===== src/hw/rtl/pfse_pkg.sv =====
// Package with the item types, command codes, constants and square helpers of the encryptor.
package pfse_pkg;

    localparam int SQUARE_SIDE = 5;
    localparam int CELLS = SQUARE_SIDE * SQUARE_SIDE;
    localparam int ALPHABET = 26;
    localparam int LETTER_W = 5;
    localparam int POS_W = $clog2(CELLS);
    localparam int ROW_W = $clog2(SQUARE_SIDE);
    localparam int QUEUE_DEPTH = 2;

    localparam logic [LETTER_W-1:0] LET_I = LETTER_W'(8);
    localparam logic [LETTER_W-1:0] LET_J = LETTER_W'(9);
    localparam logic [LETTER_W-1:0] LET_Q = LETTER_W'(16);
    localparam logic [LETTER_W-1:0] LET_X = LETTER_W'(23);
    localparam logic [LETTER_W-1:0] LET_LAST = LETTER_W'(ALPHABET - 1);

    localparam logic [7:0] CODE_UPPER_A = 8'h41;
    localparam logic [7:0] CODE_UPPER_Z = 8'h5A;
    localparam logic [7:0] CODE_LOWER_A = 8'h61;
    localparam logic [7:0] CODE_LOWER_Z = 8'h7A;

    typedef enum logic [2:0] {
        MODE_CLEAR  = 3'd0,
        MODE_KEY    = 3'd1,
        MODE_FINISH = 3'd2,
        MODE_TEXT   = 3'd3,
        MODE_END    = 3'd4
    } mode_t;

    typedef enum logic [2:0] {
        OP_CLEAR,
        OP_KEY,
        OP_FINISH,
        OP_TEXT,
        OP_END
    } op_t;

    typedef struct packed {
        logic [2:0] mode;
        logic [7:0] char_code;
    } char_item_t;

    typedef struct packed {
        logic [LETTER_W-1:0] first_letter;
        logic [LETTER_W-1:0] second_letter;
        logic                last_pair;
    } pair_item_t;

    typedef struct packed {
        op_t                 op;
        logic [LETTER_W-1:0] letter;
    } cmd_t;

    function automatic logic [ROW_W-1:0] pos_row(input logic [POS_W-1:0] pos);
        logic [ROW_W-1:0] r;
        r = '0;
        for (int k = 1; k < SQUARE_SIDE; k++)
        begin
            if (pos >= POS_W'(k * SQUARE_SIDE))
            begin
                r = ROW_W'(k);
            end
        end
        return r;
    endfunction

    function automatic logic [ROW_W-1:0] pos_col(input logic [POS_W-1:0] pos);
        logic [POS_W-1:0] base;
        base = POS_W'(pos_row(pos) * SQUARE_SIDE);
        return ROW_W'(pos - base);
    endfunction

    function automatic logic [ROW_W-1:0] wrap_next(input logic [ROW_W-1:0] v);
        return (v == ROW_W'(SQUARE_SIDE - 1)) ? '0 : ROW_W'(v + 1'b1);
    endfunction

    function automatic logic [POS_W-1:0] cell_at(input logic [ROW_W-1:0] r,
                                                 input logic [ROW_W-1:0] c);
        return POS_W'(r * SQUARE_SIDE + c);
    endfunction

    function automatic logic [LETTER_W-1:0] filler_for(input logic [LETTER_W-1:0] first);
        return (first == LET_X) ? LET_Q : LET_X;
    endfunction

endpackage


===== src/hw/rtl/pfse_fifo.sv =====
// Small first-in first-out queue used between the front, the back and the result port.
module pfse_fifo #(
    parameter int  DEPTH = pfse_pkg::QUEUE_DEPTH,
    parameter type item_t = logic
) (
    input  logic  clk,
    input  logic  rst_n,
    input  logic  push,
    output logic  full,
    input  item_t wdata,
    input  logic  pop,
    output logic  empty,
    output item_t rdata
);

    localparam int PTR_W = (DEPTH > 1) ? $clog2(DEPTH) : 1;
    localparam int CNT_W = $clog2(DEPTH + 1);

    item_t            mem [DEPTH];
    logic [PTR_W-1:0] wr_ptr_reg;
    logic [PTR_W-1:0] rd_ptr_reg;
    logic [CNT_W-1:0] count_reg;
    logic             do_push;
    logic             do_pop;

    assign full    = (count_reg == CNT_W'(DEPTH));
    assign empty   = (count_reg == '0);
    assign do_push = push && !full;
    assign do_pop  = pop && !empty;
    assign rdata   = mem[rd_ptr_reg];

    always_ff @(posedge clk)
    begin
        if (do_push)
        begin
            mem[wr_ptr_reg] <= wdata;
        end
    end

    always_ff @(posedge clk or negedge rst_n)
    begin
        if (!rst_n)
        begin
            wr_ptr_reg <= '0;
            rd_ptr_reg <= '0;
            count_reg  <= '0;
        end
        else
        begin
            if (do_push)
            begin
                wr_ptr_reg <= (wr_ptr_reg == PTR_W'(DEPTH - 1)) ? '0 : PTR_W'(wr_ptr_reg + 1'b1);
            end
            if (do_pop)
            begin
                rd_ptr_reg <= (rd_ptr_reg == PTR_W'(DEPTH - 1)) ? '0 : PTR_W'(rd_ptr_reg + 1'b1);
            end
            if (do_push && !do_pop)
            begin
                count_reg <= CNT_W'(count_reg + 1'b1);
            end
            else if (do_pop && !do_push)
            begin
                count_reg <= CNT_W'(count_reg - 1'b1);
            end
        end
    end

endmodule


===== src/hw/rtl/pfse_front.sv =====
// Front end: decodes each input item into a command and drops items that have no effect.
module pfse_front (
    input  logic                 push,
    output logic                 full,
    input  pfse_pkg::char_item_t char_item,
    output logic                 cmd_push,
    input  logic                 cmd_full,
    output pfse_pkg::cmd_t       cmd
);

    logic                          is_upper;
    logic                          is_lower;
    logic                          is_letter;
    logic [7:0]                    offset;
    logic [pfse_pkg::LETTER_W-1:0] letter;
    logic                          keep;

    always_comb
    begin
        is_upper  = (char_item.char_code >= pfse_pkg::CODE_UPPER_A)
                 && (char_item.char_code <= pfse_pkg::CODE_UPPER_Z);
        is_lower  = (char_item.char_code >= pfse_pkg::CODE_LOWER_A)
                 && (char_item.char_code <= pfse_pkg::CODE_LOWER_Z);
        is_letter = is_upper || is_lower;
        offset    = is_upper ? pfse_pkg::CODE_UPPER_A : pfse_pkg::CODE_LOWER_A;
        letter    = pfse_pkg::LETTER_W'(char_item.char_code - offset);
        if (letter == pfse_pkg::LET_J)
        begin
            letter = pfse_pkg::LET_I;
        end

        keep       = 1'b0;
        cmd.op     = pfse_pkg::OP_CLEAR;
        cmd.letter = letter;
        case (char_item.mode)
            pfse_pkg::MODE_CLEAR:
            begin
                keep   = 1'b1;
                cmd.op = pfse_pkg::OP_CLEAR;
            end
            pfse_pkg::MODE_KEY:
            begin
                keep   = is_letter;
                cmd.op = pfse_pkg::OP_KEY;
            end
            pfse_pkg::MODE_FINISH:
            begin
                keep   = 1'b1;
                cmd.op = pfse_pkg::OP_FINISH;
            end
            pfse_pkg::MODE_TEXT:
            begin
                keep   = is_letter;
                cmd.op = pfse_pkg::OP_TEXT;
            end
            pfse_pkg::MODE_END:
            begin
                keep   = 1'b1;
                cmd.op = pfse_pkg::OP_END;
            end
            default:
            begin
                keep = 1'b0;
            end
        endcase
    end

    assign full     = cmd_full;
    assign cmd_push = push && !cmd_full && keep;

endmodule


===== src/hw/rtl/pfse_back.sv =====
// Back end: builds the key square, pairs text letters and enciphers each pair.
module pfse_back (
    input  logic                 clk,
    input  logic                 rst_n,
    input  pfse_pkg::cmd_t       cmd,
    input  logic                 cmd_empty,
    output logic                 cmd_pop,
    output logic                 res_push,
    input  logic                 res_full,
    output pfse_pkg::pair_item_t res
);

    localparam int LW = pfse_pkg::LETTER_W;
    localparam int PW = pfse_pkg::POS_W;
    localparam int RW = pfse_pkg::ROW_W;

    typedef enum logic [2:0] {
        ST_IDLE,
        ST_WALK,
        ST_RDPOS,
        ST_RDKEY,
        ST_EMIT
    } state_t;

    state_t                         state_reg, state_next;
    logic [PW-1:0]                  fill_reg, fill_next;
    logic [pfse_pkg::ALPHABET-1:0]  used_reg, used_next;
    logic [LW-1:0]                  pend_reg, pend_next;
    logic                           pend_valid_reg, pend_valid_next;
    logic [LW-1:0]                  walk_reg, walk_next;
    logic [LW-1:0]                  a_reg, a_next;
    logic [LW-1:0]                  b_reg, b_next;
    logic                           last_reg, last_next;

    logic [LW-1:0] key_mem [pfse_pkg::CELLS];
    logic [PW-1:0] pos_mem [pfse_pkg::ALPHABET];
    logic [PW-1:0] pa_reg, pb_reg;
    logic [LW-1:0] ka_reg, kb_reg;

    logic [LW-1:0] place_letter;
    logic          place_try;
    logic          place_we;

    logic [RW-1:0] r1, c1, r2, c2;
    logic [PW-1:0] o1, o2;

    assign cmd_pop  = (state_reg == ST_IDLE) && !cmd_empty;
    assign res_push = (state_reg == ST_EMIT) && !res_full;
    assign res.first_letter  = ka_reg;
    assign res.second_letter = kb_reg;
    assign res.last_pair     = last_reg;

    always_comb
    begin
        if (state_reg == ST_WALK)
        begin
            place_letter = walk_reg;
            place_try    = (walk_reg != pfse_pkg::LET_J);
        end
        else
        begin
            place_letter = cmd.letter;
            place_try    = cmd_pop && (cmd.op == pfse_pkg::OP_KEY);
        end
        place_we = place_try && !used_reg[place_letter]
                && (fill_reg < PW'(pfse_pkg::CELLS));
    end

    always_comb
    begin
        r1 = pfse_pkg::pos_row(pa_reg);
        c1 = pfse_pkg::pos_col(pa_reg);
        r2 = pfse_pkg::pos_row(pb_reg);
        c2 = pfse_pkg::pos_col(pb_reg);
        if (r1 == r2)
        begin
            o1 = pfse_pkg::cell_at(r1, pfse_pkg::wrap_next(c1));
            o2 = pfse_pkg::cell_at(r2, pfse_pkg::wrap_next(c2));
        end
        else if (c1 == c2)
        begin
            o1 = pfse_pkg::cell_at(pfse_pkg::wrap_next(r1), c1);
            o2 = pfse_pkg::cell_at(pfse_pkg::wrap_next(r2), c2);
        end
        else
        begin
            o1 = pfse_pkg::cell_at(r1, c2);
            o2 = pfse_pkg::cell_at(r2, c1);
        end
    end

    always_ff @(posedge clk)
    begin
        if (place_we)
        begin
            key_mem[fill_reg]     <= place_letter;
            pos_mem[place_letter] <= fill_reg;
        end
        if (state_reg == ST_RDPOS)
        begin
            pa_reg <= pos_mem[a_reg];
            pb_reg <= pos_mem[b_reg];
        end
        if (state_reg == ST_RDKEY)
        begin
            ka_reg <= key_mem[o1];
            kb_reg <= key_mem[o2];
        end
    end

    always_comb
    begin
        state_next      = state_reg;
        fill_next       = fill_reg;
        used_next       = used_reg;
        pend_next       = pend_reg;
        pend_valid_next = pend_valid_reg;
        walk_next       = walk_reg;
        a_next          = a_reg;
        b_next          = b_reg;
        last_next       = last_reg;

        if (place_we)
        begin
            used_next[place_letter] = 1'b1;
            fill_next               = PW'(fill_reg + 1'b1);
        end

        case (state_reg)
            ST_IDLE:
            begin
                if (cmd_pop)
                begin
                    case (cmd.op)
                        pfse_pkg::OP_CLEAR:
                        begin
                            used_next = '0;
                            fill_next = '0;
                        end
                        pfse_pkg::OP_FINISH:
                        begin
                            walk_next  = '0;
                            state_next = ST_WALK;
                        end
                        pfse_pkg::OP_TEXT:
                        begin
                            if (!pend_valid_reg)
                            begin
                                pend_next       = cmd.letter;
                                pend_valid_next = 1'b1;
                            end
                            else
                            begin
                                a_next     = pend_reg;
                                last_next  = 1'b0;
                                state_next = ST_RDPOS;
                                if (cmd.letter == pend_reg)
                                begin
                                    b_next = pfse_pkg::filler_for(pend_reg);
                                end
                                else
                                begin
                                    b_next          = cmd.letter;
                                    pend_valid_next = 1'b0;
                                end
                            end
                        end
                        pfse_pkg::OP_END:
                        begin
                            if (pend_valid_reg)
                            begin
                                a_next          = pend_reg;
                                b_next          = pfse_pkg::filler_for(pend_reg);
                                last_next       = 1'b1;
                                pend_valid_next = 1'b0;
                                state_next      = ST_RDPOS;
                            end
                        end
                        default:
                        begin
                        end
                    endcase
                end
            end
            ST_WALK:
            begin
                if (walk_reg == pfse_pkg::LET_LAST)
                begin
                    state_next = ST_IDLE;
                end
                else
                begin
                    walk_next = LW'(walk_reg + 1'b1);
                end
            end
            ST_RDPOS:
            begin
                state_next = ST_RDKEY;
            end
            ST_RDKEY:
            begin
                state_next = ST_EMIT;
            end
            ST_EMIT:
            begin
                if (!res_full)
                begin
                    state_next = ST_IDLE;
                end
            end
            default:
            begin
                state_next = ST_IDLE;
            end
        endcase
    end

    always_ff @(posedge clk or negedge rst_n)
    begin
        if (!rst_n)
        begin
            state_reg      <= ST_IDLE;
            fill_reg       <= '0;
            used_reg       <= '0;
            pend_reg       <= '0;
            pend_valid_reg <= 1'b0;
            walk_reg       <= '0;
            a_reg          <= '0;
            b_reg          <= '0;
            last_reg       <= 1'b0;
        end
        else
        begin
            state_reg      <= state_next;
            fill_reg       <= fill_next;
            used_reg       <= used_next;
            pend_reg       <= pend_next;
            pend_valid_reg <= pend_valid_next;
            walk_reg       <= walk_next;
            a_reg          <= a_next;
            b_reg          <= b_next;
            last_reg       <= last_next;
        end
    end

endmodule


===== src/hw/rtl/playfair_stream_encryptor_top.sv =====
// Top level of the Playfair stream encryptor: front end, command queue, back end, result queue.
//
//   Channel   Direction  Handshake           Payload
//   char      in         push / full         char_item (mode, char_code)
//   pair      out        empty / pop         pair_item (first_letter, second_letter, last_pair)
//
// A text letter that completes a pair passes through the back-end steps command pop, position
// table read, key square read and result write, as does an end item with a pending letter.
// Other items need only the command pop, except finishing the key square: pop, then a walk over every letter.
// The command queue lets items be accepted while the back end works; full rises when it fills.
// Reset clears the queues, the used-letter flags, the fill count and the pending letter.
// A full result queue holds the back end in its result write until pop frees a slot.
module playfair_stream_encryptor_top #(
    parameter int QUEUE_DEPTH = pfse_pkg::QUEUE_DEPTH
) (
    input  logic                 clk,
    input  logic                 rst_n,
    input  logic                 push,
    output logic                 full,
    input  pfse_pkg::char_item_t char_item,
    output logic                 empty,
    input  logic                 pop,
    output pfse_pkg::pair_item_t pair_item
);

    logic                 cmd_push;
    logic                 cmd_full;
    logic                 cmd_pop;
    logic                 cmd_empty;
    pfse_pkg::cmd_t       cmd_in;
    pfse_pkg::cmd_t       cmd_out;
    logic                 res_push;
    logic                 res_full;
    pfse_pkg::pair_item_t res;

    pfse_front u_front (
        .push      (push),
        .full      (full),
        .char_item (char_item),
        .cmd_push  (cmd_push),
        .cmd_full  (cmd_full),
        .cmd       (cmd_in)
    );

    pfse_fifo #(
        .DEPTH  (QUEUE_DEPTH),
        .item_t (pfse_pkg::cmd_t)
    ) u_cmd_queue (
        .clk   (clk),
        .rst_n (rst_n),
        .push  (cmd_push),
        .full  (cmd_full),
        .wdata (cmd_in),
        .pop   (cmd_pop),
        .empty (cmd_empty),
        .rdata (cmd_out)
    );

    pfse_back u_back (
        .clk       (clk),
        .rst_n     (rst_n),
        .cmd       (cmd_out),
        .cmd_empty (cmd_empty),
        .cmd_pop   (cmd_pop),
        .res_push  (res_push),
        .res_full  (res_full),
        .res       (res)
    );

    pfse_fifo #(
        .DEPTH  (QUEUE_DEPTH),
        .item_t (pfse_pkg::pair_item_t)
    ) u_res_queue (
        .clk   (clk),
        .rst_n (rst_n),
        .push  (res_push),
        .full  (res_full),
        .wdata (res),
        .pop   (pop),
        .empty (empty),
        .rdata (pair_item)
    );

endmodule


===== config.mk =====
export PLATFORM = sky130hd
export DESIGN_NAME = playfair_stream_encryptor_top
export DESIGN_NICKNAME = d
export VERILOG_FILES = /design/src/hw/rtl/pfse_pkg.sv /design/src/hw/rtl/pfse_fifo.sv /design/src/hw/rtl/pfse_front.sv /design/src/hw/rtl/pfse_back.sv /design/src/hw/rtl/playfair_stream_encryptor_top.sv
export SDC_FILE = /design/constraint.sdc
export NUM_CORES = 1
export LEC_CHECK = 0
export BUFFER_PORTS_ARGS = -buffer_cell sky130_fd_sc_hd__buf_2
export CORE_AREA = 2 2 257 259
export DETAILED_ROUTE_END_ITERATION = 6
export DIE_AREA = 0 0 259 261
export SYNTH_ARGS = -nofsm -noshare
export SYNTH_HDL_FRONTEND = slang
export SYNTH_SLANG_ARGS = --single-unit

===== constraint.sdc =====
create_clock -name clk -period 7.6 [get_ports clk]
set_clock_uncertainty 0.15 [all_clocks]
set_input_delay 1.9 -clock clk [delete_from_list [all_inputs] [get_ports clk]]
set_output_delay 1.9 -clock clk [all_outputs]
set_load 0.1 [all_outputs]

==> summary by stage <==
Status
The flow ran to the end, and the final reports show no timing, DRC or antenna violations.

Clock tree
After clock tree synthesis, the clock-pin slew on the worst setup and hold paths is 0.07 ns. Counting the buffers created by CTS gives 38. The clock root buffer is sky130_fd_sc_hd__clkbuf_16. After clock tree synthesis, the flow added hold-fix buffers numbering 0. The post-cts resize count is 0. At the later pin of the worst-skew pair, clock insertion delay measures 0.55 ns. The number of clock sinks seen by CTS is 377.

CTS built an H-tree with a depth of 2. The setup fix buffers added after clock tree synthesis is 0. TritonCTS built the clock tree. No sink is reached through more buffers than the 3 on the longest clock path.

Die
The die covers 0.06760 mm2. The height of the die is 261 um. The area inside the core boundary is 0.06504 mm2.

The total I/O pin count is 28. In this run the horizontal extent of the chip is 259 um. The site row count is 94. The initial core utilization is 0.2957.

Detailed routing
The number of violations reported at the end of detailed-routing iteration 0 is 1226. The overall via count from detail_route is 12210. The count of antenna-violating nets left after detailed routing is 0. The final routed wire length divided by cell count is 20.85 um.

For this run, the detailed router's first-pass iteration total came to 5. For this run, design rule violations remaining after detail routing come to 0. After detailed routing, the number of vias per cell comes to 5.316. The final routed wirelength across all metal layers is 47900 um.

STA
The tightest hold path in the finished design has a slack of 0.3010 ns. Headroom to the max-slew limit came out at 0.2399. The minimum period implied by the final worst setup slack is 6.160 ns. The hold violation total from the final report is 0. At the pin with the least slew margin, the transition time is 1.139 ns. The worst path meets setup with 1.440 ns of slack. The count of pins over their slew limit is 0. For the final routed database, the setup TNS stands at 0 ns.

Setup repair after global routing left no endpoint under its margin. In the finished design, the share of the clock period the worst path needs comes to 0.8105. The final-report setup violation count is 0. The top achievable clock speed is 162.3 MHz.

Synth
The portion of the post-synthesis area used by sequential elements is 0.5719. The combined area of all synthesized cells is 0.01923 mm2. The share of flip-flops with an asynchronous set or reset after synthesis is 0.1698. After synthesis the netlist holds a flip-flop and latch count of 377. Synthesis handed over a netlist of 1389 instances. Yosys mapped a number of flops with a built-in enable equal to 313. In this run, distinct cell masters in the synthesized netlist total 75.

For this run, the leading register cell type out of synthesis is sky130_fd_sc_hd__edfxtp_1. The net count of the mapped netlist is 1460. Yosys printed 0 warnings. Each instance of the synthesized netlist takes up on average 13.85 um2.

Worst setup path
The critical path is of the reg2reg type. The category of the worst setup path capture point is a flip-flop. The worst setup path is launched from a flip-flop. The worst register-to-register path has a setup slack of 1.44 ns. Data on the critical path is required at its endpoint by 7.72 ns.

The capture point of the worst reg-to-reg path is u_back.kb_reg[4]. Data arrives at the worst endpoint at 6.28 ns. The largest fanout on the critical path is 31. For the worst flop-to-flop path, the logic depth is 15. The startpoint identified for the worst register-to-register timing path is u_back.pb_reg[2].

Global route
The initial antenna violation count is 0. Global routing finished with a remaining overflow of 0. The combined global-route utilization of all metal layers is 0.1405. The number of global-route vias before repair is 12286. Entering global routing, the biggest net connects 44 pins. The first global-routing pass estimated 73850 um of wire.

Cells and area
The count of antenna diodes in the layout is 0. Leaving out fill and tap cells, the most frequent cells in the layout are sky130_fd_sc_hd__edfxtp_1 (313), sky130_fd_sc_hd__nand2_1 (110), sky130_fd_sc_hd__nor2_1 (89). The final instance area is 0.02156 mm2. The final net count is 1475. The register with the most flip-flops in the layout has 130 of them.

From synthesis to final layout, the design area changed by 12.08%. The library cell used most frequently in the layout, excluding fill and tap cells, is sky130_fd_sc_hd__edfxtp_1. The final non-filler cell total is 2297. The fraction of layout instances using a drive strength above 1 is 0.2073. Measured on the finished design, the core utilization comes to 0.3314.

Place
The number of buffers added on ports is 27. Timing analysis after detailed placement gives a worst setup slack of 1.487 ns. Once placement completed, the tool counted placed cells totaling 2228. The final RePlAce weighted congestion is 0.8978.

The post-detailed-placement cell area is 0.02022 mm2. After legalization and detailed placement, the total HPWL measured 32290 um.

Power and ir drop
The peak supply drop is 0.1746 mV. For this design the static power due to leakage is 7.487 nW. The overall power is 8.374 mW.

The power density over cell area is 388.5 mW/mm2.

Job
The max capacitance violation total is 0.

Min path
The type of the tightest min-delay check is reg2reg. The worst hold path passes through 0 cells. The end of the worst hold path is u_res_queue.mem[1][4]. The startpoint identified for the worst hold timing path is u_back.kb_reg[3].
[final cells by class]
class / instances / area, um2
well taps: 864 / 1081
clock buffers: 49 / 1075
clock inverters: 20 / 261.5
flip-flops and latches: 377 / 11010
inverters: 50 / 187.7
repair buffers: 44 / 265.3
multi-input cells: 893 / 7681
fillers: 6257 / 43480
[Yosys cell counts, types with 19 or more instances]
cell type                  count  area, um2
sky130_fd_sc_hd__a211oi_1     27      202.7
sky130_fd_sc_hd__a21oi_1      77      385.4
sky130_fd_sc_hd__clkbuf_1     33      123.9
sky130_fd_sc_hd__dfrtp_1      64       1602
sky130_fd_sc_hd__edfxtp_1    313       9399
sky130_fd_sc_hd__ha_1         48      600.6
sky130_fd_sc_hd__inv_1        45      168.9
sky130_fd_sc_hd__mux2_2       52      585.6
sky130_fd_sc_hd__mux2i_1      38      380.4
sky130_fd_sc_hd__mux4_2       88       1982
sky130_fd_sc_hd__nand2_1     110      412.9
sky130_fd_sc_hd__nor2_1       91      341.6
sky130_fd_sc_hd__nor2b_1      21      131.4
sky130_fd_sc_hd__nor3_1       26      130.1
sky130_fd_sc_hd__nor4_1       19      118.9
sky130_fd_sc_hd__o21a_1       22      165.2
sky130_fd_sc_hd__o21ai_0      24      120.1
sky130_fd_sc_hd__xnor2_1      19      166.4
[critical path: stages (launching register included)]
cell and delay [ns]:
sky130_fd_sc_hd__edfxtp_1 0.50, sky130_fd_sc_hd__o21ai_0 0.56, sky130_fd_sc_hd__o21ai_0 0.44, sky130_fd_sc_hd__fa_1 0.56, sky130_fd_sc_hd__and3_1 0.17, sky130_fd_sc_hd__a221o_1 0.29
sky130_fd_sc_hd__nor3_2 0.34, sky130_fd_sc_hd__ha_1 0.32, sky130_fd_sc_hd__inv_1 0.09, sky130_fd_sc_hd__fa_1 0.39, sky130_fd_sc_hd__a211o_1 0.31, sky130_fd_sc_hd__nand2_2 0.63
sky130_fd_sc_hd__mux2_2 0.41, sky130_fd_sc_hd__a32o_1 0.23, sky130_fd_sc_hd__nor4_1 0.35, sky130_fd_sc_hd__nor4_1 0.15
[per-layer routing]
metal  GRT usage  wire length, um  share of wire
met1      0.1885            20310           0.42
met5           0                0              0
met4     0.04592             1230          0.026
met3     0.01626             3160          0.066
met2      0.2379            23200           0.48
[report_power, final]
| part | switching, mW | internal [mW] |
|---|---|---|
| clock | 0.804 | 1.18 |
| combinational | 2.02 | 1.20 |
| sequential | 0.329 | 2.85 |
| total | 3.15 | 5.22 |
[kinds of logic after synthesis]
logic type | Yosys count | share of synthesized area
buffers and inverters | 119 | 0.02914
multiplexers | 180 | 0.1547
AO/OA/AOI/OAI | 257 | 0.09472
XOR/XNOR | 35 | 0.01594
AND/OR/NAND/NOR | 364 | 0.09342
adder cells (fa/ha/maj) | 57 | 0.04014
flip-flops | 377 | 0.5719
[how the worst max path moves through the flow]
| stage | startpoint | endpoint | slack (ns) | cells after the start |
|---|---|---|---|---|
| finish | u_back.pb_reg[2] | u_back.kb_reg[4] | 1.44 | 15 |
| global route | u_back.pb_reg[2] | u_back.kb_reg[4] | 1.10 | 15 |
| CTS | u_back.pb_reg[2] | u_back.kb_reg[1] | 1.48 | 15 |
| detailed placement | u_back.pb_reg[2] | u_back.kb_reg[4] | 1.49 | 15 |
| global placement | u_back.pb_reg[2] | u_back.kb_reg[4] | 1.55 | 15 |
| floorplan | u_back.pb_reg[1] | u_back.kb_reg[0] | 2.68 | 20 |
No activity file was read; power rests on OpenSTA's default activity.
